`src/rtl/core/fir_filter_adc_to_dac_macros.svh`:
```
// Assertion helpers shared by the filter modules.
`ifndef FIR_FILTER_ADC_TO_DAC_MACROS_SVH
`define FIR_FILTER_ADC_TO_DAC_MACROS_SVH

// Same-cycle implication, disabled while in reset.
`define FADC_ASSERT_IMPL(label, clk, rstn, ante, cons, msg) \
    label: assert property (@(posedge clk) disable iff (!rstn) (ante) |-> (cons)) \
        else $error(msg);

// Next-cycle implication, disabled while in reset.
`define FADC_ASSERT_NEXT(label, clk, rstn, ante, cons, msg) \
    label: assert property (@(posedge clk) disable iff (!rstn) (ante) |=> (cons)) \
        else $error(msg);

`endif

```
`src/rtl/core/fadc_pkg.sv`:
```
package fadc_pkg;

    localparam int SAMPLE_W   = 12;
    localparam int COEF_W     = 18;
    localparam int ACC_W      = 40;
    localparam int COEF_SHIFT = 21;
    localparam int Q_W        = ACC_W - COEF_SHIFT;
    localparam int TABLE_TAPS = 101;
    localparam int HALF_LEN   = 51;
    localparam logic [SAMPLE_W-1:0] DAC_MAX = 12'd4095;

    // Coefficients 0..50 scaled by 2^21; the upper half mirrors them.
    localparam logic signed [COEF_W-1:0] HALF_COEF [HALF_LEN] = '{
          18'sd4213,    18'sd1343,   -18'sd3704,   -18'sd3978,
          18'sd1658,    18'sd5925,    18'sd2040,   -18'sd5984,
         -18'sd6725,    18'sd2889,   18'sd10509,    18'sd3643,
        -18'sd10668,  -18'sd11894,    18'sd5047,   18'sd18073,
          18'sd6156,  -18'sd17691,  -18'sd19343,    18'sd8047,
         18'sd28251,    18'sd9436,  -18'sd26602,  -18'sd28546,
         18'sd11660,   18'sd40217,   18'sd13203,  -18'sd36606,
        -18'sd38650,   18'sd15541,   18'sd52788,   18'sd17075,
        -18'sd46663,  -18'sd48581,   18'sd19268,   18'sd64583,
         18'sd20619,  -18'sd55635,  -18'sd57202,   18'sd22412,
         18'sd74220,   18'sd23417,  -18'sd62453,  -18'sd63479,
         18'sd24591,   18'sd80527,   18'sd25127,  -18'sd66280,
        -18'sd66637,   18'sd25535,   18'sd82722
    };

    function automatic logic signed [COEF_W-1:0] tap_coef(input logic [8:0] k);
        logic [8:0] m;
        m = k;
        if (k >= 9'(TABLE_TAPS)) begin
            return '0;
        end
        if (k >= 9'(HALF_LEN)) begin
            m = 9'(TABLE_TAPS - 1) - k;
        end
        return HALF_COEF[m[5:0]];
    endfunction

    typedef struct packed {
        logic start;
        logic issue;
        logic finish;
        logic load;
    } cmd_t;

    typedef struct packed {
        logic last_tap;
        logic out_free;
    } status_t;

endpackage

```
`src/rtl/core/fadc_ram.sv`:
```
module fadc_ram #(
    parameter int WIDTH = 12,
    parameter int DEPTH = 202
) (
    input  logic                                    aclk,
    input  logic                                    we,
    input  logic [((DEPTH > 1) ? $clog2(DEPTH) : 1)-1:0] waddr,
    input  logic [WIDTH-1:0]                        wdata,
    input  logic [((DEPTH > 1) ? $clog2(DEPTH) : 1)-1:0] raddr,
    output logic [WIDTH-1:0]                        rdata
);

    logic [WIDTH-1:0] mem_reg [DEPTH];
    logic [WIDTH-1:0] rdata_reg;

    always_ff @(posedge aclk) begin
        if (we) begin
            mem_reg[waddr] <= wdata;
        end
        rdata_reg <= mem_reg[raddr];
    end

    assign rdata = rdata_reg;

endmodule

```
`src/rtl/core/fadc_ctrl.sv`:
```
`include "fir_filter_adc_to_dac_macros.svh"

module fadc_ctrl (
    input  logic             aclk,
    input  logic             aresetn,
    input  logic             s_valid,
    output logic             s_ready,
    input  fadc_pkg::status_t status,
    output fadc_pkg::cmd_t    cmd
);

    typedef enum logic [5:0] {
        ST_IDLE   = 6'b000001,
        ST_RUN    = 6'b000010,
        ST_DRAIN1 = 6'b000100,
        ST_DRAIN2 = 6'b001000,
        ST_FIN    = 6'b010000,
        ST_DONE   = 6'b100000
    } state_t;

    state_t state_reg;
    state_t state_next;

    always_comb begin
        state_next = state_reg;
        cmd        = '0;
        unique case (state_reg)
            ST_IDLE: begin
                if (s_valid) begin
                    cmd.start  = 1'b1;
                    state_next = ST_RUN;
                end
            end
            ST_RUN: begin
                cmd.issue = 1'b1;
                if (status.last_tap) begin
                    state_next = ST_DRAIN1;
                end
            end
            // let the read and multiply stages empty into the accumulator
            ST_DRAIN1: state_next = ST_DRAIN2;
            ST_DRAIN2: state_next = ST_FIN;
            ST_FIN: begin
                cmd.finish = 1'b1;
                state_next = ST_DONE;
            end
            ST_DONE: begin
                // hold until the output register can take the beat
                if (status.out_free) begin
                    cmd.load   = 1'b1;
                    state_next = ST_IDLE;
                end
            end
            default: state_next = ST_IDLE;
        endcase
    end

    always_ff @(posedge aclk) begin
        if (!aresetn) begin
            state_reg <= ST_IDLE;
        end else begin
            state_reg <= state_next;
        end
    end

    assign s_ready = (state_reg == ST_IDLE);

    `FADC_ASSERT_NEXT(a_last_tap_drains, aclk, aresetn, (state_reg == ST_RUN) && status.last_tap, state_reg == ST_DRAIN1, "tap sweep did not end on last tap")
    `FADC_ASSERT_NEXT(a_start_blocks_input, aclk, aresetn, cmd.start, (state_reg == ST_RUN) && !s_ready, "input still open after a start")

endmodule

```
`src/rtl/core/fadc_datapath.sv`:
```
`include "fir_filter_adc_to_dac_macros.svh"

module fadc_datapath #(
    parameter int TAPS     = 101,
    parameter int CHANNELS = 2
) (
    input  logic                               aclk,
    input  logic                               aresetn,
    input  fadc_pkg::cmd_t                     cmd,
    output fadc_pkg::status_t                  status,
    input  logic [fadc_pkg::SAMPLE_W-1:0]      s_sample,
    input  logic                               s_channel,
    input  logic                               cfg_we,
    input  logic [fadc_pkg::SAMPLE_W-1:0]      cfg_data,
    output logic                               m_valid,
    input  logic                               m_ready,
    output logic [fadc_pkg::SAMPLE_W-1:0]      m_dac_code,
    output logic                               m_out_channel,
    output logic                               m_clipped
);

    localparam int TAP_W  = (TAPS > 1) ? $clog2(TAPS) : 1;
    localparam int FILL_W = $clog2(TAPS + 1);
    localparam int LSEL_W = (CHANNELS > 1) ? $clog2(CHANNELS) : 1;
    localparam int DEPTH  = CHANNELS * TAPS;
    localparam int ADDR_W = (DEPTH > 1) ? $clog2(DEPTH) : 1;
    localparam int SW     = fadc_pkg::SAMPLE_W;
    localparam int QW     = fadc_pkg::Q_W;
    localparam int CW     = fadc_pkg::COEF_W;
    localparam int AW     = fadc_pkg::ACC_W;
    localparam int SH     = fadc_pkg::COEF_SHIFT;
    localparam int PW     = CW + SW + 1;

    // control state
    logic [FILL_W-1:0] fill_reg [CHANNELS];
    logic [TAP_W-1:0]  wptr_reg [CHANNELS];
    logic [TAP_W-1:0]  tap_reg;
    logic              v1_reg;
    logic              v2_reg;
    logic              m_valid_reg;
    logic [SW-1:0]     offset_reg;

    // item payload
    logic [LSEL_W-1:0]    line_reg;
    logic                 chan_reg;
    logic [TAP_W-1:0]     rd_ptr_reg;
    logic [FILL_W-1:0]    cur_fill_reg;
    logic signed [CW-1:0] coef1_reg;
    logic                 ok1_reg;
    logic signed [PW-1:0] prod_reg;
    logic signed [AW-1:0] acc_reg;
    logic signed [QW-1:0] q_reg;
    logic [SW-1:0]        m_dac_code_reg;
    logic                 m_out_channel_reg;
    logic                 m_clipped_reg;

    logic [LSEL_W-1:0]    s_line;
    logic [TAP_W-1:0]     wr_ptr;
    logic [TAP_W-1:0]     wptr_inc;
    logic [TAP_W-1:0]     rd_ptr_dec;
    logic [FILL_W-1:0]    fill_cur;
    logic [FILL_W-1:0]    fill_inc;
    logic [ADDR_W-1:0]    ram_waddr;
    logic [ADDR_W-1:0]    ram_raddr;
    logic [SW-1:0]        ram_rdata;
    logic [SW-1:0]        tap_sample;
    logic                 round_up;
    logic signed [QW-1:0] q_trunc;
    logic signed [QW:0]   val_sum;
    logic                 clip_lo;
    logic                 clip_hi;
    logic [SW-1:0]        dac_next;

    // a channel without its own line falls back to line 0
    assign s_line   = (CHANNELS > 1) ? LSEL_W'(s_channel) : {LSEL_W{1'b0}};
    assign wr_ptr   = wptr_reg[s_line];
    assign fill_cur = fill_reg[s_line];
    assign fill_inc = (fill_cur == FILL_W'(TAPS)) ? fill_cur : fill_cur + 1'b1;
    assign wptr_inc = (wr_ptr == TAP_W'(TAPS - 1)) ? {TAP_W{1'b0}} : wr_ptr + 1'b1;
    assign rd_ptr_dec = (rd_ptr_reg == {TAP_W{1'b0}}) ? TAP_W'(TAPS - 1)
                                                      : rd_ptr_reg - 1'b1;

    assign ram_waddr = ADDR_W'(s_line * TAPS + wr_ptr);
    assign ram_raddr = ADDR_W'(line_reg * TAPS + rd_ptr_reg);

    fadc_ram #(
        .WIDTH(SW),
        .DEPTH(DEPTH)
    ) u_line_ram (
        .aclk (aclk),
        .we   (cmd.start),
        .waddr(ram_waddr),
        .wdata(s_sample),
        .raddr(ram_raddr),
        .rdata(ram_rdata)
    );

    // taps older than the line's fill count read as zero
    assign tap_sample = ok1_reg ? ram_rdata : {SW{1'b0}};

    // shift by 2^21, truncating toward zero
    assign round_up = acc_reg[AW-1] && (|acc_reg[SH-1:0]);
    assign q_trunc  = acc_reg[AW-1:SH] + {{(QW-1){1'b0}}, round_up};

    assign val_sum  = {q_reg[QW-1], q_reg} + {{(QW+1-SW){1'b0}}, offset_reg};
    assign clip_lo  = val_sum[QW];
    assign clip_hi  = !val_sum[QW] && (|val_sum[QW-1:SW]);
    assign dac_next = clip_lo ? {SW{1'b0}} : (clip_hi ? fadc_pkg::DAC_MAX : val_sum[SW-1:0]);

    always_ff @(posedge aclk) begin
        if (!aresetn) begin
            fill_reg    <= '{default: '0};
            wptr_reg    <= '{default: '0};
            tap_reg     <= '0;
            v1_reg      <= 1'b0;
            v2_reg      <= 1'b0;
            m_valid_reg <= 1'b0;
            offset_reg  <= '0;
        end else begin
            if (cfg_we) begin
                offset_reg <= cfg_data;
            end
            if (cmd.start) begin
                fill_reg[s_line] <= fill_inc;
                wptr_reg[s_line] <= wptr_inc;
                tap_reg          <= '0;
            end else if (cmd.issue) begin
                tap_reg <= tap_reg + 1'b1;
            end
            v1_reg <= cmd.issue;
            v2_reg <= v1_reg;
            if (cmd.load) begin
                m_valid_reg <= 1'b1;
            end else if (m_ready) begin
                m_valid_reg <= 1'b0;
            end
        end
    end

    always_ff @(posedge aclk) begin
        if (cmd.start) begin
            line_reg     <= s_line;
            chan_reg     <= s_channel;
            rd_ptr_reg   <= wr_ptr;
            cur_fill_reg <= fill_inc;
            acc_reg      <= '0;
        end else begin
            if (cmd.issue) begin
                rd_ptr_reg <= rd_ptr_dec;
            end
            if (v2_reg) begin
                acc_reg <= acc_reg + AW'(prod_reg);
            end
        end
        coef1_reg <= fadc_pkg::tap_coef(9'(tap_reg));
        ok1_reg   <= (FILL_W'(tap_reg) < cur_fill_reg);
        prod_reg  <= coef1_reg * $signed({1'b0, tap_sample});
        if (cmd.finish) begin
            q_reg <= q_trunc;
        end
        if (cmd.load) begin
            m_dac_code_reg    <= dac_next;
            m_out_channel_reg <= chan_reg;
            m_clipped_reg     <= clip_lo || clip_hi;
        end
    end

    assign status.last_tap = (tap_reg == TAP_W'(TAPS - 1));
    assign status.out_free = !m_valid_reg || m_ready;

    assign m_valid       = m_valid_reg;
    assign m_dac_code    = m_dac_code_reg;
    assign m_out_channel = m_out_channel_reg;
    assign m_clipped     = m_clipped_reg;

    `FADC_ASSERT_IMPL(a_pipe_empty_at_finish, aclk, aresetn, cmd.finish, !v1_reg && !v2_reg && !cmd.issue, "accumulator read before products drained")
    `FADC_ASSERT_IMPL(a_load_no_overwrite, aclk, aresetn, cmd.load, !m_valid_reg || m_ready, "result loaded over a pending beat")

endmodule

```
`src/rtl/core/fir_filter_adc_to_dac.sv`:
```
// Two-channel FIR filter, ADC codes in, saturated DAC codes out.
// After input accept, the controller steps RUN (tap sweep), DRAIN1, DRAIN2, FIN and DONE to output valid.
// A new input is accepted only back in IDLE, once the result is loaded into a free output register;
// the single multiply-accumulate walks one tap per cycle through the delay-line RAM read port.
// Reset: synchronous active-low aresetn empties both delay lines (fill counts) and
// clears the output offset (offset_reg) to 0; no clearing pass, input is ready right after reset.
module fir_filter_adc_to_dac #(
    parameter int TAPS     = 101,
    parameter int CHANNELS = 2
) (
    input  logic                          aclk,
    input  logic                          aresetn,
    input  logic                          s_valid,
    output logic                          s_ready,
    input  logic [fadc_pkg::SAMPLE_W-1:0] s_sample,
    input  logic                          s_channel,
    output logic                          m_valid,
    input  logic                          m_ready,
    output logic [fadc_pkg::SAMPLE_W-1:0] m_dac_code,
    output logic                          m_out_channel,
    output logic                          m_clipped,
    input  logic                          cfg_valid,
    output logic                          cfg_ready,
    input  logic [fadc_pkg::SAMPLE_W-1:0] cfg_data
);

    fadc_pkg::cmd_t    cmd;
    fadc_pkg::status_t status;

    assign cfg_ready = 1'b1;

    fadc_ctrl u_ctrl (
        .aclk   (aclk),
        .aresetn(aresetn),
        .s_valid(s_valid),
        .s_ready(s_ready),
        .status (status),
        .cmd    (cmd)
    );

    fadc_datapath #(
        .TAPS    (TAPS),
        .CHANNELS(CHANNELS)
    ) u_datapath (
        .aclk         (aclk),
        .aresetn      (aresetn),
        .cmd          (cmd),
        .status       (status),
        .s_sample     (s_sample),
        .s_channel    (s_channel),
        .cfg_we       (cfg_valid),
        .cfg_data     (cfg_data),
        .m_valid      (m_valid),
        .m_ready      (m_ready),
        .m_dac_code   (m_dac_code),
        .m_out_channel(m_out_channel),
        .m_clipped    (m_clipped)
    );

endmodule
```
`config.mk`:
```
export PLATFORM = sky130hd
export DESIGN_NAME = fir_filter_adc_to_dac
export DESIGN_NICKNAME = d
export VERILOG_FILES = /design/src/rtl/core/fadc_pkg.sv /design/src/rtl/core/fadc_ram.sv /design/src/rtl/core/fadc_ctrl.sv /design/src/rtl/core/fadc_datapath.sv /design/src/rtl/core/fir_filter_adc_to_dac.sv
export VERILOG_INCLUDE_DIRS = /design/src /design/src/rtl/core
export SDC_FILE = /design/constraint.sdc
export NUM_CORES = 2
export LEC_CHECK = 0
export BUFFER_PORTS_ARGS = -buffer_cell sky130_fd_sc_hd__buf_2
export CAP_MARGIN = 15
export CORE_MARGIN = 3
export CORE_UTILIZATION = 37
export DETAILED_ROUTE_END_ITERATION = 8
export HOLD_SLACK_MARGIN = 0.15
export SLEW_MARGIN = 20
export SYNTH_ARGS = -nofsm -noshare
export SYNTH_HDL_FRONTEND = slang
export SYNTH_SLANG_ARGS = --single-unit
```
`constraint.sdc`:
```
create_clock -name aclk -period 12.1 [get_ports aclk]
set_input_delay 0.605 -clock aclk [delete_from_list [all_inputs] [get_ports aclk]]
set_output_delay 0.605 -clock aclk [all_outputs]
set_load 0.05 [all_outputs]
```
After elaboration in Yosys (flattened, before gate mapping) --
Memories as Yosys holds them, arrays and structs flattened. A register that Yosys moved wholly into a read port is not among the register bits. Cells that the tools add are included.
Operators by class: $add $sub $neg 10, multiply operators 3, order comparisons 6, eq/ne operators 12, mux-type cells 38, bitwise logic cells 3, reductions and logical operators 14
Operator list (count):
- two-way mux 7 bit | 12
- two-way mux 18 bit | 4
- adder 40 x 31 -> 40 bit | 1
- one-hot mux 6 bit (6 select lines) | 1
- multiplier 18 x 13 -> 31 bit | 1
- two-way mux 6 bit | 5
- bitwise mux 14 bit | 2
- two-way mux 12 bit | 2
- adder 7 x 1 -> 7 bit, second input constant | 3
- == test 7 bit, second input constant | 3
- OR reduction 21 bit | 1
- adder 19 x 13 -> 20 bit | 1
- adder 19 x 1 -> 19 bit | 1
- adder 8 x 7 -> 8 bit | 2
- multiplier 1 x 7 -> 8 bit, second input constant | 2
- greater-or-equal comparator 7 bit, second input constant | 2
- two-way mux 1 bit | 11
- demux 7 bit (select 1 bit) | 1
- greater-or-equal comparator 7 x 6 -> 1 bit, second input constant | 1
- zero test 7 bit | 1
- < comparator 7 bit | 1
- NOT 6 -> 7 bit | 1
- OR reduction 7 bit | 1
- subtractor 7 x 1 -> 7 bit, second input constant | 1
- other kinds (18) | 25
Word-level totals: bits in registers 194, bits in writable memories 2424, ROM bits 1152, input port bits 30, output and inout bits 17, word-level logic and storage cells 109, memories kept 2
Memory list:
- u_datapath.u_line_ram.mem_reg | words 202, width 12, rd ports 1, clocked after memory_dff 1, write ports 1, RTL line fadc_ram.sv:13 | logic [WIDTH-1:0] mem_reg [DEPTH];
- (name not given) | words 64, width 18, rd ports 1, clocked after memory_dff 0, write ports 0, RTL line fadc_pkg.sv:38 | return HALF_COEF[m[5:0]];

Depth between registers and ports, before layout --
word-level depth 8, mapped depth 23

Modules after synthesis --
A second synthesis with hierarchy kept.
Second synthesis, totals: cells, all modules 6574, area, all modules 114670.0 µm²
By module, submodules not included:
- fadc_ram | times used 1, cells each 4231, area each 94401.8 µm², seq. area each 73030.0 µm²
- fadc_datapath | times used 1, cells each 2299, area each 19886.6 µm², seq. area each 4244.1 µm²
- fadc_ctrl | times used 1, cells each 42, area each 370.4 µm², seq. area each 120.1 µm²
- fir_filter_adc_to_dac | times used 1, cells each 2, area each 11.3 µm², seq. area each 0.0 µm²

Least setup slack after synthesis --
Ideal clock, no wire load.
path type register to register, start reg u_datapath.ok1_reg, end reg u_datapath.prod_reg[24], arrival 5.732 ns, slack 6.241 ns, cell stages (with the launch flop) 22, cell sequence dfxtp_1 > and2_1 > clkbuf_1 > clkbuf_1 > nand2_1 > fa_1 > fa_1 > fa_1 > inv_1 > fa_1 > inv_1 > fa_1 > inv_1 > ha_1 > a2111oi_0 > a221oi_1 > o21a_1 > a221oi_1 > o21ai_0 > a21oi_1 > o21ai_0 > xor2_1
On the way: word-level cells in the longest chain between the ends 2
Ends and longest elaborated chain:
- start, declared | RTL line fadc_datapath.sv:49 | logic ok1_reg;
- start signal, assigned | RTL line fadc_datapath.sv:156 | ok1_reg <= (FILL_W'(tap_reg) < cur_fill_reg);
- two-way mux 12 bit | RTL line fadc_datapath.sv:99 | assign tap_sample = ok1_reg ? ram_rdata : {SW{1'b0}};
- multiplier 18 x 13 -> 31 bit | RTL line fadc_datapath.sv:157 | prod_reg <= coef1_reg * $signed({1'b0, tap_sample});
- end signal, assigned | RTL line fadc_datapath.sv:157
- end, declared | RTL line fadc_datapath.sv:50 | logic signed [PW-1:0] prod_reg;
Every way passes these cells. A chain may end at the register's enable or synchronous reset.

Worst setup path after layout --
start reg u_datapath.ok1_reg, end reg u_datapath.prod_reg[29]
Same word-level chain as after synthesis.

==> impl_results.md <==
* Status: finished, final reports clean
* Setup violators final at 0
* Fill count at 26400
* IO Port Bufs at 45
* Seq cells post-synth at between 2000 and 3000
* Leakage at 42.3 nW
* Vias per cell at between 5 and 6
* Die height at 559 microns
* Worst setup EP type: register
* Worst path bufs/invs at 4
* Drt total wl at 279000 microns
* Skew-Pair Late Insertion Delay at slightly below 900 ps
* Worst-case reg-to-reg path depth at 21
* Crit path from: u_datapath.ok1_reg$_DFF_P_
* Post-layout nets at around 6700
* Vias in the first global route at 58600
* Most frequent cells in the layout: edfxtp_1, mux4_2, inv_1
* Global-route wire length before repair at 410000 microns
* Mean routed wirelength per cell at roughly 26 microns
* Reg-to-Reg End: u_datapath.prod_reg[29]$_DFF_P_
* Commonest non-fill, non-tap cell in the layout: edfxtp_1
* Syn Area/Cell at 18.4 sq um
* Die X at 559 microns
* Worst vdd ir at about 0.53 mV
* Area Overhead vs Synth at 13.3%
* Max Slew Vio Count at 0
* CTS Buffer Depth at 4
* Register area at about 77000 sq um
* Worst path depth at 21
* Critical-path cell list: buf_4 -> and2_1 -> nand2_1 -> fa_1 -> fa_1 -> inv_1 -> fa_1 -> fa_1 -> inv_1 -> fa_1 -> inv_1 -> ha_1 -> and3_1 -> a221o_1 -> nor3_1 -> o21ai_0 -> and2_1 -> a2111oi_0 -> o21bai_1 -> a21oi_1 -> xnor2_1
* PwrDens at 239 nW/um^2
* Total nets after synthesis at 6532
* Biggest area consumer among synthesized cells: edfxtp_1
* Core area at 304000 sq um
* CTS H-tree depth at 5
* Ys async rst share at 0%
* Gate Count Post-Synth at 6148
* Total gr overflow at 0
* GPL Wtd Cong at between 0.8 and 0.9
* Worst R2R Start: u_datapath.ok1_reg$_DFF_P_
* Diodes inserted at 0
* Number of buffers created by CTS at 283
* Minimum clock period at around 7400 ps
* Worst-path maximum fanout at 76
* Skew final at ~110 ps
* Synth warn at 0
* Cell row count at slightly above 200
* Post-synthesis sequential area ratio at 68.4%
* Max-cap violations at 0
* Multi-input logic area at 33500 sq um
* Clock Pin Slew Worst Setup and Hold Paths at 60 ps
* Post-synth top flop: edfxtp_1
* Share of layout cells above drive strength 1 at 23.2%
* First-pass DRT Iterations at 8
* Unrepaired setup endpoints after global routing: no
* Slew @ Worst Pin at ~1200 ps
* Remaining antenna violation count at 0
* Library cells used by synthesis at 73
* Top-area cell type share of the netlist area at 65.6%
* Worst path max stage delay at 710 ps
* CTS tree: yes
* Initial Utilization at 37.3%
* Largest net degree at the start of global routing at around 140
* Crit Path Class: register to register
* Power Total at 0.0306 W
* Placed wire-length estimate at 169000 microns
* Max FFs per register at around 2400
* Antenna violations before repair at 11
* Reg-to-reg slack, setup at about 4700 ps
* Die area at 313000 sq um
* Most used cell, CP: fa_1
* HP Class: input pin to register
* CP top delay family: adder cells
* Worst EP required at 12830 ps
* Setup_tns at 0 ps
* Overall via count from detail_route at between 50000 and 60000
* Synth top area cells: edfxtp_1, mux4_2, fa_1
* Post-CTS Setup Bufs at 0
* Final Cycle Share at 61.1%
* Drt drc at 0
* Final hold violations at 0
* TritonCTS Sinks at 2630
* CP endpoint: u_datapath.prod_reg[29]$_DFF_P_
* Clock root buffer master: clkbuf_16
* Highest clock rate at 135 MHz
* Synthesized area at 113000 sq um
* Slew headroom at roughly a fifth
* Critical Path AT at approximately 8000 ps
* Type of origin of the critical path: register
* Slowest cell on the critical path: and2_1
* 1st-iter DRT viols at ~6000
* EDFF count, synth at 2472
* Number of I/O pins at 47
* Total Routing Usage GR at between 10% and 20%
-- how the worst min path moves through the flow --
stage,slack (ps),start,to,depth (start not counted)
finish,200,s_sample[3],u_datapath.u_line_ram.mem_reg[139][3]$_DFFE_PP_,1
global route,190,s_sample[3],u_datapath.u_line_ram.mem_reg[139][3]$_DFFE_PP_,1
CTS,160,s_sample[3],u_datapath.u_line_ram.mem_reg[158][3]$_DFFE_PP_,1
detailed placement,430,u_datapath.v1_reg$_SDFF_PN0_,u_datapath.v2_reg$_SDFF_PN0_,1
global placement,430,u_datapath.v1_reg$_SDFF_PN0_,u_datapath.v2_reg$_SDFF_PN0_,1
floorplan,410,u_datapath.v1_reg$_SDFF_PN0_,u_datapath.v2_reg$_SDFF_PN0_,1
-- logic make-up after synthesis --
family,share of synthesized area [%]
buf+inv,2.34
other cells,0.00331
flops,68.4
xor+xnor,0.967
compound gates,2.82
mux,16.2
simple gates,4.09
fa+ha+maj,5.24
-- metal layers --
layer / GRT usage [%] / wire (microns)
met1: 24.9 / 118000
met2: 28.3 / 135000
met3: 2.52 / 17700
met4: 4.69 / 7560
met5: 0 / 0
-- area by class of cell --
type,instances,area share [%]
Timing Repair Buffer,251,1.56
Multi-Input combinational cell,2861,26.1
Clock buffer,342,5.74
Clock inverter,159,1.29
Tap cell,4080,3.98
Inverter,313,0.917
Sequential cell,2630,60.4
-- per-stage QoR --
| stage | instance area, sq um | instances | utilization, % | setup WS, ps | hold slack, ps |
|---|---|---|---|---|---|
| finish | 128000 | 10600 | 42.2 | 4700 | 202 |
| global route | 128000 | 10600 | 42.2 | 4200 | 194 |
| CTS | 128000 | 10600 | 42.2 | 4760 | 158 |
| detailed placement | 119000 | 10100 | 39.2 | 4780 | 430 |
| global placement | 119000 | 10100 | 39.1 | 4950 | 426 |
| floorplan | 113000 | 6148 | - | 6240 | 412 |
-- Yosys cell counts (10+ instances only) --
cell type  instances
buf_2             65
ha_1             154
buf_1             33
mux4_2           778
fa_1             200
inv_1            312
nand3_1           53
clkbuf_1         223
dfxtp_1          158
nand2_1          265
buf_4             18
nand4_1           17
mux2i_1           74
o22ai_1           13
nor2b_1           39
o21a_1            10
nor3_1            44
a221oi_1          12
and2_1            21
xnor2_1           79
edfxtp_1        2472
nand2b_1          21
and3_1           119
a211oi_1          63
nor2_1           391
o21ai_0          102
xor2_1            46
a31oi_1           20
a21oi_1          179
a21o_1            34
o21bai_1          16
-- timing repair --
action,CTS,global route
hold buffers,17,0
gates resized for setup,0,0
endpoints found under the hold margin,49,0
-- worst reg2reg max path, stage by stage (launching register included) --
cell and delay (ps):
dfxtp_2 670, buf_4 560, and2_1 740, nand2_1 170
fa_1 530, fa_1 530, inv_1 60, fa_1 510
fa_1 500, inv_1 50, fa_1 480, inv_1 40
ha_1 330, and3_1 220, a221o_1 400, nor3_1 210
o21ai_0 190, and2_1 270, a2111oi_0 430, o21bai_1 130
a21oi_1 190, xnor2_1 130
-- power breakdown --
part           internal, W  switching (W)
clock              0.00493        0.00352
combinational      0.00520        0.00665
sequential          0.0102       0.000137
total               0.0203         0.0103
No activity file was read; power rests on OpenSTA's default activity.
